$ cat src/hdl/kmc_dist.sv
// squared-distance accumulator: abs difference, registered square, running sum
`timescale 1ns / 1ps
`default_nettype none
module kmc_dist #(
  parameter int AW = 41
) (
  input  wire logic          clk,
  input  wire logic          rst,
  input  wire logic          clr,
  input  wire logic          en,
  input  wire logic [15:0]   f,
  input  wire logic [15:0]   m,
  output logic      [AW-1:0] acc
);

  logic [15:0] ad;
  logic [31:0] sq;
  logic        sq_vld;

  assign ad = (f > m) ? (f - m) : (m - f);

  // square stage then accumulate stage
  always_ff @(posedge clk) begin
    if (rst) begin
      sq_vld <= 1'b0;
      acc    <= '0;
    end else begin
      sq_vld <= en;
      if (clr) begin
        acc <= '0;
      end else if (sq_vld) begin
        acc <= acc + AW'(sq);
      end
    end
    sq <= 32'(ad) * 32'(ad);
  end

endmodule
`default_nettype wire

$ cat config.mk
export PLATFORM = sky130hd
export DESIGN_NAME = kmc_dist
export DESIGN_NICKNAME = d
export VERILOG_FILES = /design/src/hdl/kmc_dist.sv
export SDC_FILE = /design/constraint.sdc
export NUM_CORES = 1
export LEC_CHECK = 0
export BUFFER_PORTS_ARGS = -buffer_cell sky130_fd_sc_hd__buf_2
export CAP_MARGIN = 25
export CORE_AREA = 2 2 150 225
export CTS_CLUSTER_DIAMETER = 40
export CTS_CLUSTER_SIZE = 30
export DETAILED_ROUTE_END_ITERATION = 10
export DIE_AREA = 0 0 152 227
export GPL_ROUTABILITY_DRIVEN = 0
export MAX_ROUTING_LAYER = met4
export SYNTH_ARGS = -nofsm -noshare
export SYNTH_HDL_FRONTEND = slang
export SYNTH_SLANG_ARGS = --single-unit
$ cat constraint.sdc
create_clock -name clk -period 15.8 [get_ports clk]
set_input_delay 3.16 -clock clk [delete_from_list [all_inputs] [get_ports clk]]
set_output_delay 3.16 -clock clk [all_outputs]
set_load 0.05 [all_outputs]
* Yosys cells after proc, flatten, opt, wreduce, memory -nomap -nowiden
Cells that the tools add are included.
** Operators by class
- $add $sub $neg :: 3
- Multiply operators :: 1
- Order comparisons :: 1
- Muxes and demuxes :: 1
- Reduce and logical (&&, ||, !) cells :: 1
** Operators by type and width (number)
- $add A41 B32 Y41 :: 1
- $mul A16 B16 Y32 :: 1
- $sub A16 B16 Y16 :: 2
- $gt A16 B16 Y1 :: 1
- $mux W16 :: 1
- $reduce_or A2 Y1 :: 1
** Storage, ports and cells
- Flip-flop bits (word level) :: 74
- Bits of input ports :: 36
- Output and inout port bits :: 41

* Longest topological paths before layout
- Depth in word-level cells :: 3
- Mapped depth :: 36
- Depth with buffers taken out :: 34

* Worst setup path before layout
OpenSTA, ideal clock, no wires.
- Path kind :: input -> register
- Start point :: input f[0]
- End point :: register sq[31]
- Library setup time :: 0.122 ns
- Arrival time :: 10.568 ns
- Required time :: 15.678 ns
- Slack :: 5.110 ns
- Stages :: 32
- Path through :: inv_1 > ha_1 > inv_1 > fa_1 > a21o_1 > a221oi_2 > a21oi_2 > a22o_4 > mux2_4 > o21a_1 > or3_4 > inv_2 > nor2_1 > fa_1 > inv_1 > fa_1 > inv_1 > fa_1 > fa_1 > fa_1 > inv_1 > fa_1 > inv_1 > ha_1 > nand4_1 > o31ai_1 > a31oi_1 > a31oi_1 > a31oi_1 > o2111ai_1 > xnor2_1 > xnor2_1
** Between the ends
- Cells in the longest elaborated chain, start to end :: 3
** RTL lines
- start, declared :: line 11 : input wire logic [15:0] f,
- $sub A16 B16 Y16 / $gt A16 B16 Y1 (equally long branches) :: line 20 : assign ad = (f > m) ? (f - m) : (m - f);
- $mux W16 (*) :: line 20
- $mul A16 B16 Y32 (*) :: line 35 : sq <= 32'(ad) * 32'(ad);
- end signal, assigned :: line 35
- end, declared :: line 17 : logic [31:0] sq;
Mark *: on every way between the ends. The rest lies on a longest branch, timed or not.
A chain may end at the register's enable or synchronous reset.

* Worst setup path after layout
Ends and elaborated chain as after synthesis.

==> out/metrics.cfg <==
[critical_path]
start_kind=input pin
crit_top_cell=fa_1
reg2reg_slack_ps=12810
rr_worst_depth=10
slowest_delay_ps=740
worstPathArrival_ps=12220
path_class=input pin to register
r2r-end=acc[38]$_SDFFE_PP0P_
r2r_start=acc[0]$_SDFFE_PP0P_
slowest_stage=xnor2_1
crit_fanout=12
cp_num_buf_inv=6
crit_cells=30
cp.required_ps=16050
cpLargestDelayFamily=adder cells
critPathCaptureType=register

[global_route]
grt_pass1_vias=10686
grt_pass1_wl_um=52300
grt_use_total=0.188
grt_max_degree=37
antenna_found_initial=0
grt_overflow=0

[routing]
dr.pass1.iters=5
wl_per_cell_um=15.9
drt_iter0_drc=584
vias=10421
route.detailed.drc=0
via_per_inst=5.26
wl_um=31400
ant_nets=0

[placed_design]
portBuffers=76
dpl_cell_area_um2=13600
dp_cells=1967
dp.final_hpwl_um=26500

[synthesis]
synth_area_um2=12900
yosysTopAreaCell=fa_1
syn_area_per_cell_um2=8.48
syn_nets=1879
yosys_most_used_dff=dfxtp_1
seq_area_frac_synth=0.114
ys_ff_latch=73
syn_inst=1515
yosysWarningCount=0
synth.most_common_cell=inv_1
synth_edf_count=0
synth_top_area_frac=0.259
ys_async_sr_fraction=0
yosys.cell_types.count=80
synth_commonest_cells=262 x inv_1, 166 x fa_1, 162 x ha_1
synth_area_leaders=fa_1 26%, ha_1 16%, dfxtp_1 11%

[clock_tree]
clockBufferDepth=2
worstSkewPairLatency_ps=340
hold_buffers=0
postCtsResizedCells=0
cts.clk_slew.worst_paths_ps=60
h-tree-depth=3
ctsRootBufferMaster=clkbuf_16
cts_tree=done
cts_buffers=9
clock_sinks=73
post_cts_buffers=0

[final_layout]
multi_input_area_um2=10100
num-nets-final=1927
antennaDiodeCount=0
area_growth_pct=8.14
final_cells=1983
fillers=3266
drive_gt1_frac=0.0899
final_area_um2=13900
seq_area_um2=1460

[run]
maxCapViolations=0

[sta]
max_freq_mhz=83.6
max_slew_margin=0.404
fin_tns_setup_ps=0
hold_viol_final=0
max_slew.worst_pin.slew_ps=887
period_share=0.757
fin_crit_ps=11960
grt_setup_unrepaired=false
fin_worst_skew_ps=8.50
setup_viol=0
slew_violations=0
holdWs_ps=509

[die]
dieArea_um2=34500
die_x_um=152
rows=81
die_h_um=227
start_util=0.395
pin_count=77
core_um2=32500

[hold_path]
holdCritStartpoint=acc[2]$_SDFFE_PP0P_
hold_path_depth=2
worstHoldEndpoint=acc[2]$_SDFFE_PP0P_
hold_class=register to register

[outcome]
status=complete, no violations

-- worst max-delay path by stage --
| stage | endpoint | from | slack, ps |
|---|---|---|---|
| detailed placement | sq[31]$_DFF_P_ | f[0] | 3460 |
| CTS | sq[31]$_DFF_P_ | f[0] | 3790 |
| global placement | sq[28]$_DFF_P_ | f[0] | 3680 |
| floorplan | sq[31]$_DFF_P_ | f[0] | 5110 |
| finish | sq[31]$_DFF_P_ | f[0] | 3840 |
| global route | sq[31]$_DFF_P_ | f[0] | 3030 |
-- cell usage in the layout (no fill, tap or decap), drive strengths merged, types with 36 or more instances in the layout --
cell,instances
inv,268
fa,166
ha,162
nand2,137
nor2,126
a21oi,89
buf,86
dfxtp,73
xnor2,53
o21ai,52
a21o,36
-- stage by stage --
stage / setup WS [ps] / util
3_5_place_dp: 3460 / 0.418
6_report: 3840 / 0.427
3_3_place_gp: 3680 / 0.418
2_1_floorplan: 5110 / -
4_1_cts: 3790 / 0.427
5_1_grt: 3030 / 0.427
-- state kept, by name, summed over array words and instances (netlist names) --
| signal | flops |
|---|---|
| acc | 41 |
| sq | 31 |
| sq_vld | 1 |
-- final cells by class --
class / instances / area share
tap: 415 / 0.0374
sequential: 73 / 0.105
multi-input combinational: 1121 / 0.729
clock buffer: 10 / 0.0165
inverter: 272 / 0.0735
timing repair buffer: 86 / 0.0328
clock inverter: 6 / 0.00594
-- tightest hold or removal path, delay by kind of cell, from the launching register on --
family | cells | cell delay [ps]
DFF | 1 | 320
and+or+nand+nor | 1 | 90
AOI/OAI and AO/OA | 1 | 50
-- kinds of logic (layout without fill, tap and decap cells) --
family,count (synthesis),count (layout),share of synthesized area
AOI/OAI and AO/OA,289,289,0.149
adders and majority gates,328,328,0.416
muxes,30,30,0.0244
xor gates and xnor gates,73,73,0.0535
buffers and inverters,321,374,0.0983
and+or+nand+nor,401,401,0.144
DFF,73,73,0.114
-- metal layers --
| layer | global-route usage | share of wire |
|---|---|---|
| met5 | - | 0 |
| met4 | 0.0739 | 0.034 |
| met3 | 0.00990 | 0.025 |
| met2 | 0.353 | 0.53 |
| met1 | 0.211 | 0.41 |
Power is not shown: default switching activity piles up to over one toggle a cycle in this logic, so the estimate is an artifact.
