==> src/hdl/kmc_div.sv <==
// iterative restoring divider, one quotient bit per cycle
`timescale 1ns / 1ps
`default_nettype none
module kmc_div #(
  parameter int NW = 27,
  parameter int VW = 11
) (
  input  wire logic          clk,
  input  wire logic          rst,
  input  wire logic          start,
  input  wire logic [NW-1:0] dividend,
  input  wire logic [VW-1:0] divisor,
  output logic               done,
  output logic [NW-1:0]      quotient,
  output logic [VW-1:0]      remainder
);

  localparam int CNTW = $clog2(NW + 1);

  logic [VW-1:0]   rem;
  logic [NW-1:0]   quo;
  logic [VW-1:0]   dvs;
  logic [CNTW-1:0] cnt;
  logic            run;
  logic [VW:0]     trial;
  logic            fits;

  // one shift-subtract step
  assign trial = {rem, quo[NW-1]};
  assign fits  = trial >= {1'b0, dvs};

  always_ff @(posedge clk) begin
    if (rst) begin
      run  <= 1'b0;
      done <= 1'b0;
      cnt  <= '0;
    end else begin
      done <= 1'b0;
      if (start) begin
        run <= 1'b1;
        cnt <= CNTW'(NW);
        rem <= '0;
        quo <= dividend;
        dvs <= divisor;
      end else if (run) begin
        rem <= fits ? VW'(trial - {1'b0, dvs}) : VW'(trial);
        quo <= {quo[NW-2:0], fits};
        cnt <= cnt - 1'b1;
        if (cnt == CNTW'(1)) begin
          run  <= 1'b0;
          done <= 1'b1;
        end
      end
    end
  end

  assign quotient  = quo;
  assign remainder = rem;

endmodule
`default_nettype wire

==> config.mk <==
export PLATFORM = sky130hd
export DESIGN_NAME = kmc_div
export DESIGN_NICKNAME = d
export VERILOG_FILES = /design/src/hdl/kmc_div.sv
export SDC_FILE = /design/constraint.sdc
export NUM_CORES = 1
export LEC_CHECK = 0
export ABC_AREA = 1
export BUFFER_PORTS_ARGS = -buffer_cell sky130_fd_sc_hd__buf_2
export CAP_MARGIN = 15
export CORE_ASPECT_RATIO = 0.5
export CORE_MARGIN = 3
export CORE_UTILIZATION = 30
export DETAILED_ROUTE_END_ITERATION = 12
export PLACE_DENSITY_LB_ADDON = 0.2
export SYNTH_ARGS = -nofsm -noshare
export SYNTH_HDL_FRONTEND = slang
export SYNTH_SLANG_ARGS = --single-unit
==> constraint.sdc <==
create_clock -name clk -period 5.5 [get_ports clk]
set_input_delay 0.55 -clock clk [delete_from_list [all_inputs] [get_ports clk]]
set_output_delay 0.55 -clock clk [all_outputs]
set_load 0.05 [all_outputs]
# --- Yosys cells after proc, flatten, opt, wreduce, memory -nomap -nowiden ---
# Cells that the tools add are included.
word_totals:
  out_inout_bits: 39
  reg_bits: 56
classes:
  n_reduce_logical: 5
  n_lt_le_gt_ge: 1
  n_bitwise: 2
  mux: 10
  eq_ne: 1
  add_sub_neg: 2
ops:
  columns: ["cell", "n"]
  rows:
  - ["27-bit 2-to-1 mux", 2]
  - ["11-bit 2-to-1 mux", 2]
  - ["12-bit by 11-bit greater-or-equal comparator with 1-bit output", 1]
  - ["11-bit subtractor", 1]
  - ["5-bit 2-to-1 mux", 2]
  - ["5-bit by 1-bit == test with 1-bit output, second input constant", 1]
  - ["5-bit by 1-bit subtractor with 5-bit output, second input constant", 1]
  - ["1-bit 2-to-1 mux", 4]
  - ["2-bit AND reduction", 2]
  - ["3-bit OR reduction", 1]
  - ["1-bit inverter", 2]
  - ["2-bit nonzero test", 1]
  - ["2-bit OR reduction", 1]

# --- Logic depth before layout (Yosys ltp) ---
# Gate-level depths: netlist of the first run.
depth:
  depth_word: 4
  depth_mapped: 12

# --- Worst setup path before layout of the first run ---
# No wires, ideal clock.
synth_timing:
  path_kind: "input to register"
  startpoint: "in start"
  endpoint: "reg quo[0] (netlist: quotient[0]), enable pin"
  required_ns: 5.066
  path_slack_ns: 2.615
  setup_time_ns: 0.434
  arrival_ns: 2.451
  cell_stages: 3
  cell_sequence: "clkbuf_1 -> nor2_1 -> nor2_1"
synth_via:
  elab_chain_len: 2
synth_rtl:
  columns: ["element", "line_no", "source"]
  rows:
  - ["start: declaration", "10", "input wire logic start,"]
  - ["2-bit nonzero test (no line)", null, null]
  - ["2-bit AND reduction (no line)", null, null]
  - ["end signal: assignment", "43", "quo <= dividend;"]
  - ["end signal: assignment", "47", "quo <= {quo[NW-2:0], fits};"]
  - ["end: declaration", "21", "logic [NW-1:0] quo;"]
# No other way between the ends.
# A chain may end at the register's enable or synchronous reset.

# --- Final worst setup path of the first run ---
layout_timing:
  startpoint: "reg quo[26] (netlist: quotient[26])"
  endpoint: "reg rem[10] (netlist: remainder[10]), data pin"
layout_via:
  elab_chain_len: 3
  elab_cells_between_ends: 4
  classes_between: "1 x add/sub; 1 x order compare; 2 x mux"
layout_rtl:
  columns: ["element", "line_no", "source"]
  rows:
  - ["11-bit subtractor / 12-bit by 11-bit greater-or-equal comparator with 1-bit output (equally long branches)", "46, 30", null]
  - ["11-bit 2-to-1 mux *", "46", "rem <= fits ? VW'(trial - {1'b0, dvs}) : VW'(trial);"]
  - ["11-bit 2-to-1 mux *", "45", "end else if (run) begin"]
  - ["end signal: assignment", "46", null]
  - ["end: declaration", "20", "logic [VW-1:0] rem;"]
# Every way passes the cells marked *; elsewhere a longest branch is shown, timed or not. The select of a mux whose other input is x is not followed.

==> results of run 1 <==
registers in the layout, summed over array words and instances, names as in the netlist:
name,flops
cnt,5
done,1
dvs,11
quotient,27
remainder,11
run,1
report_power, final:
group	internal, W	switching, W	total [W]	leakage (nW)
Clock	0.000215	0.000149	0.000364	0.0808
Combinational	0.0000953	0.000223	0.000318	1.33
Sequential	0.000503	0.0000196	0.000523	0.528
Total	0.000813	0.000392	0.00121	1.94
routing by layer:
metal	vias to the layer above	GRT usage	wire, µm	part of all wire
li1	1350	-	-	-
met1	1169	0.1823	3708	0.50
met2	52	0.1965	3305	0.45
met3	4	0.03172	337	0.046
met4	0	0.02712	40	0.0054
met5	-	0	0	0
cells by family after synthesis:
group	synth area share
AO/OA/AOI/OAI	0.01907
XOR/XNOR	0.01113
adder cells (fa/ha/maj)	0.05801
buffers and inverters	0.08900
flip-flops	0.5117
AND/OR/NAND/NOR	0.3111
worst max-delay path, delay by kind of cell (launching register included):
kind	cells	cell delay (ns)
fa+ha+maj	2	0.40
flops	1	0.38
buf+inv	2	0.19
simple gates	7	1.44
through the flow:
step                area, µm²  std cells  power (W)    util  hold WS [ns]
CTS                      3819        588   0.001214  0.3888        0.4171
global route             3850        590   0.001275  0.3920        0.4101
detailed placement       3655        580  0.0008484  0.3721        0.4728
finish                   3850        590   0.001205  0.3920        0.4253
floorplan                3149        377  0.0007711       -        0.4422
global placement         3655        580  0.0008483  0.3721        0.4697
cell type report:
cell class / count / area, µm²
Timing Repair Buffer: 82 / 434.2
Sequential cell: 56 / 1612
Tap cell: 135 / 168.9
Inverter: 55 / 206.4
Fill cell: 1039 / 5972
Multi-Input combinational cell: 254 / 1265
Clock inverter: 2 / 35.03
Clock buffer: 6 / 128.9
final timing paths:
kind	endpoint	cells after the start
max reg2reg	remainder[10]$_SDFFCE_PP0P_	11
max	remainder[10]$_SDFFCE_PP0P_	11
min	dvs[6]$_DFFE_PP_	1
min reg2reg	cnt[4]$_SDFFE_PP0N_	2
layout by cell type (no fill, tap or decap), types with 2 or more instances in the layout:
master and count:
nand2_1 148, buf_2 79, inv_1 55, edfxtp_1 49
nor2_1 30, nand3_1 13, ha_1 13, nand4_1 12
nor2_2 11, dfxtp_1 7, a21oi_1 5, clkbuf_16 5
nand3_2 4, xor2_1 3, nand2_2 2, or2_2 2
a31oi_1 2
==> metrics, run 1 <==
Total Wirelength 7392 µm; layout net count 509; Fmax 0.3894 GHz; RSZ-0062 raised after global routing no; Reg clk slew, reported paths 0.07 ns; CTS Sinks 56; cell mode on critical path nand3_2; worst slack, placed 2.709 ns; Max-slew headroom 0.3809; top-count cell post-synth nand2_1; I/O pins 80; Seq cells post-synth 56; Tcrit/Tclk final 0.4670; Post-CTS Hold Fix Bufs 0; GR Util All Layers 0.1279; Critical Path RT 5.66 ns; Startpoint Class flip-flop; worst hold path class primary input to flip-flop; Worst R2R Setup Slack 2.93 ns; P_leak 1.940 nW; crit path max-delay cell type nor2_2; Setup Skew 0.006629 ns; vias after detailed routing 2575; setup TNS 0 ns; critical path cell sequence inv_1 -> ha_1 -> fa_1 -> inv_1 -> nand3_1 -> nand3_2 -> nand3_2 -> nand3_2 -> nor2_2 -> nor2_1 -> nor2_1; P per Cell Area 313.0 nW/µm²; die area 11840 µm²; Slew Limit Fails 0; Synth area leaders edfxtp_1 (47%), nand2_1 (18%), inv_1 (6.6%); layout cell share with drive strength beyond 1 0.2462; row count 25; Least-Margin Pin Slew 0.9287 ns; Seq/Total Area, Yosys 0.5117; Ys Warns 0; Synth area leader edfxtp_1; count of flip-flops with a built-in enable after synthesis 49; post-synth top area share 0.4672; hold_sp divisor[6]; antenna cells 0; GRT overflow 0; WL/cell 12.53 µm; Starting Density 0.3206; Die X 150.9 µm; syn_nets 432; largest net degree at the start of global routing 41; Synth-to-Final Area Change 22.25%; die height 78.45 µm; Remaining DRCs 0; Post-synth top cells nand2_1 (148), inv_1 (55), edfxtp_1 (49); routability cong. 0.7875; CTS Buf Count 5; Pre-antenna DRT Iters 4; Crit Path Max Fanout 12; setup slack after layout 2.932 ns; initial antenna violation count 0; final setup vio count 0; fin crit period 2.568 ns; Routed Antenna Nets 0; Max stage delay on crit path 0.60 ns; Post-Syn Instances 377; initial drt markers 211; CTS tree done; clock root buffer clkbuf_16; Worst setup startpoint quotient[26]$_DFFE_PP_; FFs w/ async S/R, synth 0; outcome completed; Longest Clk Path Bufs 2; buffer count from post-CTS setup fixing 0; Clock Latency Late Sink 0.29 ns; syn_area_per_cell 8.354 µm²; R2R Path Start quotient[26]$_DFFE_PP_; Arr. time, crit path 2.72 ns; Hold Fails Final Rpt 0; core footprint 9822 µm²; vias in the first global route 2458; port bufs 79; Avg Vias per Cell 4.364; CP Capture Type flip-flop; WS Path Type flip-flop to flip-flop; CTS H-tree depth 2; Max-Cap Viols 0; area of the mapped netlist 3149 µm²; main flop type after synthesis edfxtp_1; maximum vdd ir drop 128.7 µV; cts repair resizes 0; Distinct cells, synth 27; post-DP HPWL 5354 µm; first-pass GRT wire length 11940 µm
No activity file was read; power rests on OpenSTA's default activity.
==> inputs of run 2 (changes only) <==
==> constraint.sdc (replaced) <==
create_clock -name clk -period 2.4 [get_ports clk]
set_input_delay 0.24 -clock clk [delete_from_list [all_inputs] [get_ports clk]]
set_output_delay 0.24 -clock clk [all_outputs]
set_load 0.05 [all_outputs]
==> run 2 against run 1 <==
Compared with the run above: via count increased by 1.4%; hold slack got worse by 0.31 ns; final cell count increased by 1.4%; routed wire length increased by 1.4%; first-iteration DRC count decreased by 12%; critical path depth increased by 1; critical path type unchanged; critical endpoint is now remainder[9]$_SDFFCE_PP0P_; largest power group unchanged.
==> metrics, run 2 (same netlist as run 1, synthesis figures left out) <==
outcome completed; Max-Cap Viols 0; die area 11840 µm²; initial drt markers 186; Longest Clk Path Bufs 2; Crit. path cell count 12; Least-Margin Pin Slew 0.5238 ns; post-DP HPWL 5610 µm; core footprint 9822 µm²; Fmax 0.4803 GHz; fin crit period 2.082 ns; cell class contributing the biggest share of worst-path delay adder cells; Remaining DRCs 0; Slew Limit Fails 0; vias in the first global route 2639; first-pass GRT wire length 12680 µm; Die X 150.9 µm; P_leak 1.964 nW; worst hold path class primary input to flip-flop; final setup vio count 0; WL/cell 12.54 µm; cts repair resizes 0; Pre-antenna DRT Iters 4; Post-CTS Hold Fix Bufs 0; Arr. time, crit path 2.13 ns; Hold Fails Final Rpt 0; commonest cells after routing, fill and taps aside nand2_1 (148), buf_2 (79), inv_1 (55); Starting Density 0.3206; setup TNS 0 ns; CTS H-tree depth 2; P_sw 0.0009019 W; commonest non-fill, non-tap cell in the layout nand2_1; CTS Buf Count 5; Reg2Reg Depth 12; Synth-to-Final Area Change 23.44%; Avg Vias per Cell 4.368; GR Util All Layers 0.1345; layout cell share with drive strength beyond 1 0.2592; row count 25; Worst setup startpoint quotient[26]$_DFFE_PP_; GRT overflow 0; Crit Path Max Fanout 6; routability cong. 0.8011; Routed Antenna Nets 0; end of the critical path remainder[9]$_SDFFCE_PP0P_; Total Wirelength 7499 µm; Startpoint Class flip-flop; clock root buffer clkbuf_16; RSZ-0062 raised after global routing no; max reg flops 27; Tcrit/Tclk final 0.8675; WS Path Type flip-flop to flip-flop; crit path max-delay cell type fa_1; sw frac 0.3368; die height 78.45 µm; critical path cell sequence inv_1 -> ha_1 -> fa_1 -> inv_1 -> nand3_1 -> nand3_2 -> nand3_2 -> nand3_2 -> nor2_2 -> buf_4 -> nor2_1 -> nor2_1; Worst R2R Setup Slack 0.32 ns; Max stage delay on crit path 0.41 ns; antenna cells 0; layout net count 517; Clock Latency Late Sink 0.29 ns; Reg clk slew, reported paths 0.07 ns; worst r2r dst remainder[9]$_SDFFCE_PP0P_; setup slack after layout 0.3180 ns; Clock power frac 0.278; I/O pins 80; R2R Path Start quotient[26]$_DFFE_PP_; combinational share of power 0.277; CP Capture Type flip-flop; CTS Sinks 56; initial antenna violation count 0; Power, Total 0.002678 W; Setup Skew 0.007603 ns; buffer count from post-CTS setup fixing 0; maximum vdd ir drop 284.2 µV; P per Cell Area 688.8 nW/µm²; cell-internal power 0.001776 W; cell mode on critical path nand3_2; Critical Path RT 2.45 ns; Max-slew headroom 0.6504; vias after detailed routing 2612; sequential share of power 0.445; port bufs 79; worst slack, placed 0.3552 ns; WP buf/inv 3; CTS tree done; largest net degree at the start of global routing 32
[run 2: per-stage QoR]
step	util	instance area, µm²	hold WS (ns)	std cells
after global routing	0.3958	3887	0.1012	598
after global placement	0.3810	3742	0.4173	590
after floorplan	-	3152	0.3091	377
after detailed placement	0.3810	3742	0.4181	590
final	0.3958	3887	0.1157	598
after CTS	0.3958	3887	0.1071	598
[run 2: worst min path at each step]
stage | to | from | cells after the start
after CTS | dvs[5]$_DFFE_PP_ | divisor[5] | 1
after floorplan | cnt[0]$_SDFFE_PP0N_ | rst | 1
final | dvs[1]$_DFFE_PP_ | divisor[1] | 1
after global routing | dvs[5]$_DFFE_PP_ | divisor[5] | 1
after global placement | dvs[7]$_DFFE_PP_ | divisor[7] | 1
after detailed placement | dvs[10]$_DFFE_PP_ | divisor[10] | 1
[run 2: worst register-to-register path, cell delays in order (launching register included)]
cell,delay [ns]
edfxtp_1,0.34
inv_1,0.06
ha_1,0.22
fa_1,0.41
inv_1,0.09
nand3_1,0.08
nand3_2,0.12
nand3_2,0.09
nand3_2,0.08
nor2_2,0.04
buf_4,0.16
nor2_1,0.11
nor2_1,0.05
[run 2: final cells by class]
type	instances	area, µm²
Inverter	55	206.4
Fill cell	1057	5934
Timing Repair Buffer	90	490.5
Clock buffer	6	128.9
Clock inverter	2	16.27
Sequential cell	56	1612
Tap cell	135	168.9
Multi-Input combinational cell	254	1265
[run 2: power by group through the flow]
stage | Sequential, W | Clock (W) | Combinational, W
global route | 0.00120 | 0.000809 | 0.000837
finish | 0.00119 | 0.000744 | 0.000742
global placement | 0.00121 | 0 | 0.000744
CTS | 0.00119 | 0.000774 | 0.000752
floorplan | 0.00138 | 0 | 0.000386
detailed placement | 0.00121 | 0 | 0.000750
[run 2: per-layer routing]
| metal | vias to the layer above | routed length, µm | GRT usage | share of wire |
|---|---|---|---|---|
| met5 | - | 0 | 0 | 0 |
| met4 | 0 | 50 | 0.02532 | 0.0067 |
| met3 | 5 | 487 | 0.03864 | 0.065 |
| met2 | 56 | 3432 | 0.2183 | 0.46 |
| met1 | 1190 | 3529 | 0.1804 | 0.47 |
| li1 | 1361 | - | - | - |
==> inputs of run 3 (changes only) <==
--- a/config.mk
+++ b/config.mk
@@ -8,7 +8,6 @@
 export ABC_AREA = 1
 export BUFFER_PORTS_ARGS = -buffer_cell sky130_fd_sc_hd__buf_2
 export CAP_MARGIN = 15
-export CORE_ASPECT_RATIO = 0.5
 export CORE_MARGIN = 3
 export CORE_UTILIZATION = 30
 export DETAILED_ROUTE_END_ITERATION = 12
==> run 3 against run 2 <==
Compared with the run above: sequential power about the same; clock skew is essentially flat; largest power group unchanged; sequential share of layout area rose by 0.77 points; routed wire length about the same; clock power fell by 27%; count of clock-buffer cells in the layout decreased by 1; final area fell by 1.8%; utilization fell by 1.4 points; global-route usage decreased by 0.17 points; non-clock buffer count fell by 2.
==> metrics, run 3 (same netlist as run 1, synthesis figures left out) <==
post-DP HPWL 5500 µm; Avg Vias per Cell 4.416; Critical Path RT 2.57 ns; die area 11760 µm²; cell class contributing the biggest share of worst-path delay adder cells; Reg2Reg Depth 11; sink of the worst hold path dvs[4]$_DFFE_PP_; critical path cell sequence inv_1 -> ha_1 -> fa_1 -> inv_1 -> nand3_1 -> nand3_2 -> nand3_2 -> buf_4 -> nand4_1 -> nand2_1 -> nor2_1; Max-slew headroom 0.6996; commonest non-fill, non-tap cell in the layout nand2_1; vias in the first global route 2551; Routed Antenna Nets 0; setup TNS 0 ns; initial drt markers 113; first-pass GRT wire length 12250 µm; core footprint 10000 µm²; die height 108.5 µm; RSZ-0062 raised after global routing no; Starting Density 0.3149; maximum vdd ir drop 284.5 µV; outcome completed; Worst R2R Setup Slack 0.32 ns; I/O pins 80; Fmax 0.4801 GHz; R2R Path Start quotient[26]$_DFFE_PP_; clock root buffer clkbuf_8; Clock Latency Late Sink 0.32 ns; Tcrit/Tclk final 0.8679; layout cell share with drive strength beyond 1 0.2560; worst r2r dst remainder[4]$_SDFFCE_PP0P_; Remaining DRCs 0; crit path max-delay cell type fa_1; port bufs 79; Setup Skew 0.007104 ns; vias after detailed routing 2623; max reg flops 27; Longest Clk Path Bufs 2; GRT overflow 0; Hold Fails Final Rpt 0; P per Cell Area 646.5 nW/µm²; final setup vio count 0; CTS Sinks 56; P_leak 1.934 nW; worst hold path class primary input to flip-flop; Total Wirelength 7501 µm; Finished Layout Cells 594; hold_sp divisor[4]; cts repair resizes 0; Slew Limit Fails 0; Crit Path Max Fanout 11; GR Util All Layers 0.1328; Least-Margin Pin Slew 0.4495 ns; antenna cells 0; Placed Cells 586; Startpoint Class flip-flop; Max stage delay on crit path 0.40 ns; Arr. time, crit path 2.25 ns; Pre-antenna DRT Iters 4; layout net count 515; largest net degree at the start of global routing 40; row count 36; routability cong. 0.8622; Die X 108.5 µm; buffer count from post-CTS setup fixing 0; Worst Hold Depth 1; CTS H-tree depth 2; initial antenna violation count 0; Post-CTS Hold Fix Bufs 0; CP Capture Type flip-flop; WP buf/inv 3; commonest cells after routing, fill and taps aside nand2_1 (148), buf_2 (79), inv_1 (55); CTS tree done; fin crit period 2.083 ns; WL/cell 12.63 µm; Max-Cap Viols 0; Synth-to-Final Area Change 21.18%; WS Path Type flip-flop to flip-flop; Reg clk slew, reported paths 0.11 ns; CTS Buf Count 5
==> run 3: layout make-up <==
| cell class | instances | area (µm²) |
|---|---|---|
| well taps | 133 | 166.4 |
| clock inverters | 3 | 17.52 |
| clock buffers | 5 | 68.82 |
| repair buffers | 88 | 475.5 |
| fillers | 1068 | 6183 |
| inverters | 55 | 206.4 |
| multi-input cells | 254 | 1270 |
| flip-flops and latches | 56 | 1612 |
==> run 3: metal layers <==
metal	wire length [µm]	track usage	up-vias
li1	-	-	1352
met1	3523	0.1799	1182
met2	3378	0.2114	81
met3	490	0.03104	8
met4	107	0.03968	0
met5	0	0	-
==> run 3: through the flow <==
step / total power (W) / utilization / hold WS (ns) / cell area [µm²] / setup WS, ns
2_1_floorplan: 0.001766 / - / 0.3091 / 3152 / 0.07566
3_3_place_gp: 0.001950 / 0.3725 / 0.4167 / 3725 / 0.1970
6_report: 0.002467 / 0.3816 / 0.09458 / 3816 / 0.3169
3_5_place_dp: 0.001953 / 0.3725 / 0.4183 / 3725 / 0.07811
5_1_grt: 0.002631 / 0.3816 / 0.07713 / 3816 / 0.06675
4_1_cts: 0.002498 / 0.3811 / 0.07988 / 3811 / 0.05334
==> run 3: worst max-delay path by stage <==
stage	start	to	slack, ns	cells after the start
4_1_cts	quotient[26]$_DFFE_PP_	remainder[9]$_SDFFCE_PP0P_	0.05	11
5_1_grt	quotient[26]$_DFFE_PP_	remainder[4]$_SDFFCE_PP0P_	0.07	11
2_1_floorplan	quotient[26]$_DFFE_PP_	remainder[3]$_SDFFCE_PP0P_	0.08	12
3_3_place_gp	quotient[26]$_DFFE_PP_	remainder[10]$_SDFFCE_PP0P_	0.20	11
6_report	quotient[26]$_DFFE_PP_	remainder[4]$_SDFFCE_PP0P_	0.32	11
3_5_place_dp	quotient[26]$_DFFE_PP_	remainder[9]$_SDFFCE_PP0P_	0.08	11
==> run 3: power breakdown <==
part	total [W]	switching (W)	internal (W)
Combinational	0.000733	0.000506	0.000228
Sequential	0.00119	0.0000406	0.00115
Clock	0.000541	0.000336	0.000206
==> run 3: worst reg2reg max path: cells and delay by family (launching register included) <==
family,cells,cell delay [ns]
simple gates,6,0.59
fa+ha+maj,2,0.62
buf+inv,3,0.35
flops,1,0.36
